<file path="config.mk">
export PLATFORM = sky130hd
export DESIGN_NAME = wbps_cell
export DESIGN_NICKNAME = d
export VERILOG_FILES = /design/src/rtl/wbps_pkg.sv /design/src/rtl/wbps_cell.sv
export SDC_FILE = /design/constraint.sdc
export NUM_CORES = 1
export LEC_CHECK = 0
export ABC_AREA = 1
export ABC_CLOCK_PERIOD_IN_PS = 1100
export CAP_MARGIN = 0
export CELL_PAD_IN_SITES_DETAIL_PLACEMENT = 0
export CELL_PAD_IN_SITES_GLOBAL_PLACEMENT = 1
export CORE_AREA = 2 2 39 41
export DETAILED_ROUTE_END_ITERATION = 7
export DIE_AREA = 0 0 41 43
export DONT_BUFFER_PORTS = 1
export PLACE_DENSITY = 0.67
export SLEW_MARGIN = 20
export SYNTH_ARGS = -nofsm -noshare
export SYNTH_HDL_FRONTEND = slang
export SYNTH_SLANG_ARGS = --single-unit
</file>
<file path="constraint.sdc">
create_clock -name i_clk -period 1.1 [get_ports i_clk]
set_clock_uncertainty 0.2 [all_clocks]
set_input_delay 0.33 -clock i_clk [delete_from_list [all_inputs] [get_ports i_clk]]
set_output_delay 0.33 -clock i_clk [all_outputs]
set_load 0.005 [all_outputs]
</file>
<file path="src/rtl/wbps_pkg.sv">
// Package with opcodes, field widths and types shared by the pattern search block.
package wbps_pkg;

    localparam int unsigned OpcodeWidth   = 2;
    localparam int unsigned ByteWidth     = 8;
    localparam int unsigned OffsetWidth   = 12;
    localparam int unsigned TextPosWidth  = 15;
    localparam int unsigned HlLenWidth    = 5;
    localparam int unsigned LineChars     = 77;
    localparam int unsigned TextColStart  = 60;
    localparam int unsigned LineBytes     = 16;

    typedef enum logic [OpcodeWidth-1:0] {
        OP_APPEND_DATA    = 2'd0,
        OP_APPEND_PATTERN = 2'd1,
        OP_SEARCH         = 2'd2,
        OP_CLEAR          = 2'd3
    } t_opcode;

    typedef enum logic [2:0] {
        ST_IDLE,
        ST_START,
        ST_FETCH,
        ST_CHECK,
        ST_RESULT
    } t_state;

    // Command from the sequencer to the comparator cell row.
    typedef struct packed {
        logic shift;
    } t_cell_ctrl;

endpackage

</file>
<file path="src/rtl/wbps_cell.sv">
// One comparator cell: holds a data byte, compares it with a pattern byte and passes data along.
module wbps_cell
    import wbps_pkg::*;
(
    input  logic                 i_clk,
    input  t_cell_ctrl           i_ctrl,
    input  logic [ByteWidth-1:0] i_pat,
    input  logic [ByteWidth-1:0] i_data,
    output logic [ByteWidth-1:0] o_data,
    output logic                 o_eq
);
    logic [ByteWidth-1:0] r_data;
    logic [ByteWidth-1:0] n_data;

    // Data byte shifts toward the lower neighbor on each shift command.
    always_comb begin
        n_data = r_data;
        if (i_ctrl.shift) begin
            n_data = i_data;
        end
    end

    always_ff @(posedge i_clk) begin
        r_data <= n_data;
    end

    assign o_data = r_data;
    assign o_eq   = (r_data == i_pat);
endmodule

</file>
[Word level (Yosys, flattened, before mapping)]
Index checks and enable logic that the tools add are counted.
Storage, ports and cells
  flip-flop bits (word level): 8
  output and inout port bits: 9
  word-level logic and storage cells: 2
Cells by class
  equal/unequal tests: 1
Operator list (count)
  $eq A8 B8 Y1: 1

[Depth between registers and ports, before layout]
Gate-level depths: netlist of the first run.
  depth in word-level cells: 1
  mapped depth: 6
  mapped depth without buffers: 6

[Worst setup path before layout of the first run]
No wires, ideal clock.
  path kind: register to output
  from: reg r_data[1] (netlist: o_data[1])
  to: out o_eq
  arrival: 0.775 ns
  slack: -0.205 ns
  cell stages (with the launch flop): 6
  cells stage by stage: edfxtp_1 -> nand2_1 -> nand2_1 -> nor2_1 -> nand2_1 -> nor2_1
On the way
  longest elaborated chain between the ends: 1
RTL lines
  from (decl): RTL line wbps_cell.sv:12  | logic [ByteWidth-1:0] r_data;
  from (signal assigned): RTL line wbps_cell.sv:24  | r_data <= n_data;
  $eq A8 B8 Y1: RTL line wbps_cell.sv:28  | assign o_eq = (r_data == i_pat);
  to (decl): RTL line wbps_cell.sv:10  | output logic o_eq
No other way between the ends.

[Worst setup path in the final report of the first run]
  from: reg r_data[0] (netlist: o_data[0])
  to: out o_eq
Same word-level chain as after synthesis.

==> results of run 1 <==
final timing paths:
| check | from | slack (ps) | depth (start not counted) | end |
|---|---|---|---|---|
| min | i_ctrl | -8 | 0 | o_data[6]$_DFFE_PP_ |
| max | o_data[0]$_DFFE_PP_ | -510 | 5 | o_eq |
metrics by stage:
step	cells	area (um2)	setup TNS [ps]	hold WS (ps)	power (mW)
final	94	661.9	-2885	-8.429	0.7377
after global routing	94	661.9	-3369	-33.00	0.7912
after CTS	93	646.9	-2896	-18.72	0.7408
after detailed placement	81	515.5	-541.1	228.9	0.4891
after global placement	81	515.5	-514.2	228.9	0.4869
after floorplan	54	412.9	-205.4	228.9	0.4339
power by group:
part	leakage, nW	internal, mW	switching, mW
clock	0.0138	0.124	0.0846
combinational	0.265	0.0957	0.0506
sequential	0.0783	0.365	0.0181
kinds of logic (layout without fill, tap and decap cells):
group	after synthesis	after routing
simple gates	31	31
flops	8	8
buf+inv	15	39
synth_stat cells:
cell | n | share of area (%)
edfxtp_1 | 8 | 58
nor2_1 | 7 | 6.4
nand2_1 | 24 | 22
inv_1 | 15 | 14
timing repair:
item / 4_1_cts / 5_1_grt
resized for setup: 6 / 2
setup endpoints to repair: 9 / 9
gates cloned: 0 / 0
hold endpoints to repair: 16 / 8
pin swaps: 7 / 5
buffers inserted: 2 / 1
cell type report:
| type | instances | area, um2 |
|---|---|---|
| well taps | 16 | 20.02 |
| flip-flops and latches | 8 | 240.2 |
| fillers | 149 | 721.9 |
| multi-input cells | 31 | 118.9 |
| clock buffers | 3 | 22.52 |
| repair buffers | 21 | 203.9 |
| inverters | 15 | 56.30 |
routing by layer:
| layer | wire [um] | global-route usage, % | share of wire [%] | up-vias |
|---|---|---|---|---|
| met3 | 36 | 3.141 | 4.5 | 0 |
| met4 | 0 | 10.00 | 0 | 0 |
| li1 | - | - | - | 204 |
| met2 | 457 | 17.81 | 57 | 9 |
| met5 | 0 | 0 | 0 | - |
| met1 | 305 | 12.24 | 38 | 158 |
==> flow_summary.yaml, run 1 <==
placed_design:
  port_buffers: 0
  place_ws_ps: -276.9
  place_hpwl_um: 606.7
  place.gp.congestion: 0.6059
route:
  avgRoutedWirePerCell_um: 8.489
  vias: 371
  drt-total-wl_um: 798
  first_iter_violations: 4
  firstDrtPassIters: 2
  drc: 0
  final_antenna_net_count: 0
  viasPerCell: 3.947
worst_setup_path:
  required_ps: 570
  crit_path_max_fanout: 3
  cp_cell_sequence: "nand2_1, nand2_1, nor2_1, nand2_1, nor2_2"
  cp-start-kind: "flip-flop"
  path_class: "reg2out"
  cp_data_arrival_time_ps: 1080
  critPathMaxStageDelay_ps: 430
  cp.buffers_inverters: 0
  worstSetupEndpointType: "output pin"
  critPathTopFamily: "flip-flops"
  cp_slowest_cell: "edfxtp_1"
  crit_top_cell: "nand2_1"
grt:
  grt_pass1_vias: 379
  globalRouteOverflowTotal: 0
  grt_first_pass_wirelength_um: 1345
  gr-usage-all-layers_pct: 11.64
  antenna_found_initial: 0
  grt_max_degree: 9
min_path:
  hold_class: "in2reg"
synthesis:
  synth_compound_area_share_pct: 0
  synth.net_count: 72
  synth_top_family_by_area: "simple AND/OR/NAND/NOR gates"
  synth_area_um2: 412.9
  ys_seq_area_share_pct: 58.18
  synth_simple_gate_area_share_pct: 28.18
  synth_fa_ha_area_share_pct: 0
  ys_warn_count: 0
  avgSynthCellArea_um2: 7.646
  ys_ff_latch: 8
  synthMuxAreaShare_pct: 0
  synth_xor_area_share_pct: 0
  synth_cells: 54
  ys_types: 4
clocking:
  htreeDepth: 1
  cts.sinks: 8
  cts_max_path_buffers: 2
  cts_tree: "done"
  clk_pin_slew_ps: 50
  numCtsBuffers: 3
  holdBufCountCts: 8
  cts_root_buf: "clkbuf_4"
die:
  fp-row-count: 14
  ios: 27
  die_h_um: 43
  die_w_um: 41
  start_util_pct: 29.84
  coreArea_um2: 1384
  die-area_um2: 1763
flow_run:
  maxCapViolCount: 0
final_layout:
  layout_common_cells: "nand2_1 (24), inv_1 (15), dlygate4sd3_1 (8), edfxtp_1 (8), buf_6 (7)"
  mostFrequentLayoutCell: "nand2_1"
  final_util_pct: 47.83
  n_antenna_cell: 0
  largest_register_ffs: 8
  synthToLayoutAreaGrowth_pct: 60.30
  drive_above_1_share_pct: 21.79
  nets: 98
sta:
  worst_pin_slew_ps: 140.1
  fin_crit_sh_pct: 146.2
  final.setup.worst_slack_ps: -507.9
  slew_viol_final: 0
  rsz0062_at_grt: "yes"
  max-slew-margin-rel_pct: 90.66
  fin_crit_ps: 1608
  holdWs_ps: -8.429
  setup_viol: 9
  hold_viol_final: 8
  fmax_ghz: 0.6219
status:
  violations: "hold timing, setup timing"
  status: "finished, violations left"
power:
  pwr_density_cell_nw_per_um2: 1115
  ir_drop_v: 0.0005872
  p_leak_nw: 0.3568
Note: power is estimated with default switching activity, not from simulation.
==> run 2, diff against run 1 <==
--- a/config.mk
+++ b/config.mk
@@ -8,13 +8,11 @@
 export ABC_AREA = 1
 export ABC_CLOCK_PERIOD_IN_PS = 1100
 export CAP_MARGIN = 0
-export CELL_PAD_IN_SITES_DETAIL_PLACEMENT = 0
-export CELL_PAD_IN_SITES_GLOBAL_PLACEMENT = 1
 export CORE_AREA = 2 2 39 41
 export DETAILED_ROUTE_END_ITERATION = 7
 export DIE_AREA = 0 0 41 43
 export DONT_BUFFER_PORTS = 1
-export PLACE_DENSITY = 0.67
+export PLACE_DENSITY = 0.5
 export SLEW_MARGIN = 20
 export SYNTH_ARGS = -nofsm -noshare
 export SYNTH_HDL_FRONTEND = slang
==> run 2 against run 1 <==
  * The run still ends with hold timing, setup timing left
  * Power decreased by 1.2%
  * Hold slack improved by 2.3 ps
  * Non-clock buffer count down 2
  * Final cell count down 2.1%
  * Sequential share of layout area up 0.63 points
  * Clock-buffer cell count unchanged
  * Critical path type unchanged
==> flow_summary.yaml, run 2 (synthesized netlist as in run 1, its figures left out) <==
status:
  status: "finished, violations left"
  violations: "hold timing, setup timing"
final_layout:
  mostFrequentLayoutCell: "nand2_1"
  final_util_pct: 47.02
  n_antenna_cell: 0
  drive_above_1_share_pct: 19.74
  nets: 96
  synthToLayoutAreaGrowth_pct: 57.58
  largest_register_ffs: 8
  stdcell_count: 92
  layout_common_cells: "nand2_1 (24), inv_1 (15), dlygate4sd3_1 (8), edfxtp_1 (8), buf_6 (8)"
die:
  coreArea_um2: 1384
  die-area_um2: 1763
  ios: 27
  die_w_um: 41
  start_util_pct: 29.84
  die_h_um: 43
  fp-row-count: 14
grt:
  globalRouteOverflowTotal: 0
  grt_first_pass_wirelength_um: 1304
  antenna_found_initial: 0
  gr-usage-all-layers_pct: 11.12
  grt_max_degree: 9
  grt_pass1_vias: 359
clocking:
  cts_root_buf: "clkbuf_4"
  numCtsBuffers: 3
  holdBufCountCts: 8
  cts_max_path_buffers: 2
  cts_tree: "done"
  clk_pin_slew_ps: 50
  cts.sinks: 8
  post-cts-setup-buffers: 0
  htreeDepth: 1
worst_setup_path:
  critPathMaxStageDelay_ps: 420
  cp-startpoint: "o_data[2]$_DFFE_PP_"
  worstSetupEndpointType: "output pin"
  cp_cell_sequence: "nand2_1, nand2_1, nor2_1, nand2_1, nor2_2"
  cp.buffers_inverters: 0
  cp_data_arrival_time_ps: 1070
  cp_slowest_cell: "edfxtp_1"
  path_class: "reg2out"
  crit_path_max_fanout: 3
  cp-start-kind: "flip-flop"
  critPathTopFamily: "flip-flops"
  crit_top_cell: "nand2_1"
  required_ps: 570
sta:
  hold_viol_final: 8
  worst_pin_slew_ps: 134.4
  fin_crit_sh_pct: 145.3
  holdWs_ps: -6.100
  rsz0062_at_grt: "yes"
  setup_viol: 9
  fmax_ghz: 0.6257
  fin_crit_ps: 1598
  slew_viol_final: 0
  max-slew-margin-rel_pct: 91.04
  final.setup.worst_slack_ps: -498.1
route:
  drt-total-wl_um: 751
  drc: 0
  first_iter_violations: 3
  final_antenna_net_count: 0
  vias: 368
  avgRoutedWirePerCell_um: 8.163
  viasPerCell: 4.000
  firstDrtPassIters: 4
min_path:
  hold_class: "in2reg"
  min_from: "i_ctrl"
placed_design:
  place_ws_ps: -262.1
  place_hpwl_um: 620
  place.gp.congestion: 0.6187
  dp_cells: 81
  port_buffers: 0
power:
  ir_drop_v: 0.0005679
  p_total_mw: 0.7290
  p_leak_nw: 0.3485
  pwr_density_cell_nw_per_um2: 1121
flow_run:
  maxCapViolCount: 0
run 2: cell count changes in the layout (fill, tap and decap cells not counted):
cell,previous run,this run
buf_4,6,3
buf_6,7,8
run 2: cell type report:
type / count / area (um2)
Fill cell: 152 / 733.2
Multi-Input combinational cell: 31 / 118.9
Clock buffer: 3 / 22.52
Sequential cell: 8 / 240.2
Tap cell: 16 / 20.02
Timing Repair Buffer: 19 / 192.7
Inverter: 15 / 56.30
run 2: through the flow:
stage          TNS, ps  area, um2
4_1_cts          -2784      635.6
2_1_floorplan   -205.4      412.9
5_1_grt          -3118      650.6
3_3_place_gp    -526.3      515.5
3_5_place_dp    -522.6      515.5
6_report         -2629      650.6
run 2: routing by layer:
layer	part of all wire (%)	vias up	global-route usage (%)
li1	-	200	-
met1	34	156	11.86
met2	56	10	17.19
met3	6.9	2	2.094
met4	1.9	0	10.00
met5	0	-	0
run 2: where the power goes:
part           internal [mW]  switching [mW]  total [mW]
Sequential             0.365          0.0192       0.384
Combinational         0.0906          0.0471       0.138
Clock                  0.124          0.0833       0.207
Total                  0.579           0.150       0.729
run 2: final timing paths:
kind	cells after the start	to
setup / recovery	5	o_eq
hold / removal	0	o_data[1]$_DFFE_PP_
run 2: repair_timing:
item,in CTS,in global routing
endpoints found under the hold margin,16,8
pin swaps,1,0
gates resized for setup,5,4
endpoints found under the setup margin,9,9
==> run 3, diff against run 2 <==
--- a/config.mk
+++ b/config.mk
@@ -5,14 +5,13 @@
 export SDC_FILE = /design/constraint.sdc
 export NUM_CORES = 1
 export LEC_CHECK = 0
-export ABC_AREA = 1
 export ABC_CLOCK_PERIOD_IN_PS = 1100
 export CAP_MARGIN = 0
-export CORE_AREA = 2 2 39 41
+export CORE_AREA = 4 4 41 43
 export DETAILED_ROUTE_END_ITERATION = 7
-export DIE_AREA = 0 0 41 43
+export DIE_AREA = 0 0 45 47
 export DONT_BUFFER_PORTS = 1
-export PLACE_DENSITY = 0.5
+export PLACE_DENSITY = 0.43
 export SLEW_MARGIN = 20
 export SYNTH_ARGS = -nofsm -noshare
 export SYNTH_HDL_FRONTEND = slang
==> run 3 against run 2 <==
  * The flow still finishes with violations (hold timing, setup timing)
  * Combinational power fell by 13%
  * Die area increased by 20%
  * Via count shrank 39%
  * Area after synthesis decreased by 21%
  * Hold slack improved by 0.53 ps
  * Wire length is 8.8% lower
  * Global-route usage shrank 4.0 points
==> flow_summary.yaml, run 3 <==
sta:
  final.setup.worst_slack_ps: -502.0
  rsz0062_at_grt: "yes"
  slew_viol_final: 0
  hold_viol_final: 8
  fin_crit_sh_pct: 145.6
  fin_crit_ps: 1602
  setup_viol: 9
  max-slew-margin-rel_pct: 90.62
  holdWs_ps: -5.572
  worst_pin_slew_ps: 139.7
  fmax_ghz: 0.6242
die:
  die_w_um: 45
  coreArea_um2: 1301
  start_util_pct: 25.10
  die_h_um: 47
  ios: 27
  fp-row-count: 13
  die-area_um2: 2115
placed_design:
  place_ws_ps: -272.3
  port_buffers: 0
  place_area_um2: 405.4
  place.gp.congestion: 0.5816
  dp_cells: 42
clocking:
  htreeDepth: 1
  holdBufCountCts: 8
  clk_pin_slew_ps: 50
  cts_tree: "done"
  cts.sinks: 8
  cts_max_path_buffers: 2
  numCtsBuffers: 3
  cts_root_buf: "clkbuf_4"
synthesis:
  synth_top_area_cell: "edfxtp_1"
  netlist_top_cells_count: "edfxtp_1 (8), xnor2_1 (8), nand4_1 (2)"
  ys_warn_count: 0
  synth_top_area_share_pct: 73.56
  synth_cells: 19
  synth_area_um2: 326.6
  avgSynthCellArea_um2: 17.19
  synth.net_count: 37
  ys_types: 4
  synth_edf_count: 8
  synthArstFlopShare_pct: 0
  ys_seq_area_share_pct: 73.56
  ys_ff_latch: 8
  synth_ff_type: "edfxtp_1"
  synthTopCellsByArea: "edfxtp_1 (74%), xnor2_1 (21%), nand4_1 (3.8%)"
min_path:
  min_from: "i_ctrl"
  holdPathEnd: "o_data[3]$_DFFE_PP_"
  holdPathStages: 0
  hold_class: "in2reg"
final_layout:
  drive_above_1_share_pct: 37.50
  fillers: 135
  synthToLayoutAreaGrowth_pct: 71.26
  design_area_um2: 559.3
  final_util_pct: 42.98
  nets: 60
  layout_common_cells: "dlygate4sd3_1 (8), edfxtp_1 (8), xnor2_1 (7), buf_6 (7)"
  largest_register_ffs: 8
  n_antenna_cell: 0
  stdcell_count: 55
route:
  viasPerCell: 4.109
  firstDrtPassIters: 1
  final_antenna_net_count: 0
  drc: 0
  vias: 226
  avgRoutedWirePerCell_um: 12.45
  first_iter_violations: 0
  drt-total-wl_um: 685
grt:
  gr-usage-all-layers_pct: 7.126
  grt_first_pass_wirelength_um: 1048
  antenna_found_initial: 0
  grt_pass1_vias: 253
  grt_max_degree: 9
  globalRouteOverflowTotal: 0
power:
  pwr_density_cell_nw_per_um2: 1274
  ir_drop_v: 0.0006480
  p_leak_nw: 0.2061
worst_setup_path:
  crit_path_max_fanout: 2
  cp-start-kind: "flip-flop"
  cp_data_arrival_time_ps: 1070
  worstSetupEndpointType: "output pin"
  path_class: "reg2out"
  required_ps: 570
status:
  violations: "hold timing, setup timing"
  status: "finished, violations left"
flow_run:
  maxCapViolCount: 0
run 3: changes by cell type in the layout (fill, tap and decap cells not counted), sizes merged:
cell   before  now
xnor2       0    8
buf        11   10
nand4       0    2
nand2      24    0
nor2        7    1
inv        15    0
run 3: final cells by class:
class	count	area, um2	share of cell area, %
well taps	15	18.77	3.356
multi-input cells	11	96.34	17.23
repair buffers	18	181.4	32.44
flip-flops and latches	8	240.2	42.95
clock buffers	3	22.52	4.027
run 3: timing repair:
action | CTS | global route
hold endpoints to repair | 16 | 8
buffers inserted | 1 | 1
pin swaps | 0 | 1
setup endpoints to repair | 9 | 9
resized for setup | 7 | 2
run 3: logic make-up (layout without fill, tap and decap cells):
kind of cell | Yosys count | count (layout) | synth area share (%)
xor gates and xnor gates | 8 | 8 | 21.46
DFF | 8 | 8 | 73.56
buffers and inverters | 0 | 21 | 0
and+or+nand+nor | 3 | 3 | 4.979
run 3: worst max-delay path: stages, from the launching register on:
cell      delay (ps)
edfxtp_1         410
xnor2_1          150
nand4_1          120
nor2_2           140
run 3: worst max-delay path by stage:
stage,from,to,slack (ps),cells after the start
floorplan,o_data[2]$_DFFE_PP_,o_eq,-200,3
global placement,o_data[2]$_DFFE_PP_,o_eq,-260,3
detailed placement,o_data[3]$_DFFE_PP_,o_eq,-270,3
CTS,o_data[3]$_DFFE_PP_,o_eq,-530,3
global route,o_data[4]$_DFFE_PP_,o_eq,-610,3
finish,o_data[0]$_DFFE_PP_,o_eq,-500,3
run 3: per-layer routing:
| layer | wire length [um] | track usage [%] | vias up |
|---|---|---|---|
| met4 | 0 | 5.263 | 0 |
| met3 | 51 | 2.299 | 0 |
| met5 | 0 | 0 | - |
| met2 | 464 | 14.69 | 8 |
| met1 | 169 | 5.201 | 107 |
| li1 | - | - | 111 |
run 3: through the flow:
step	hold WS, ps	TNS [ps]	total power, mW
2_1_floorplan	228.9	-195.2	0.4215
3_3_place_gp	228.9	-258.6	0.4609
3_5_place_dp	228.9	-272.3	0.4619
4_1_cts	-16.52	-2550	0.7198
5_1_grt	-22.45	-2936	0.7554
6_report	-5.572	-2526	0.7125
run 3: where the power goes:
group / internal (mW) / switching (mW) / total (mW)
sequential: 0.365 / 0.0184 / 0.383
combinational: 0.0913 / 0.0291 / 0.120
clock: 0.124 / 0.0850 / 0.209
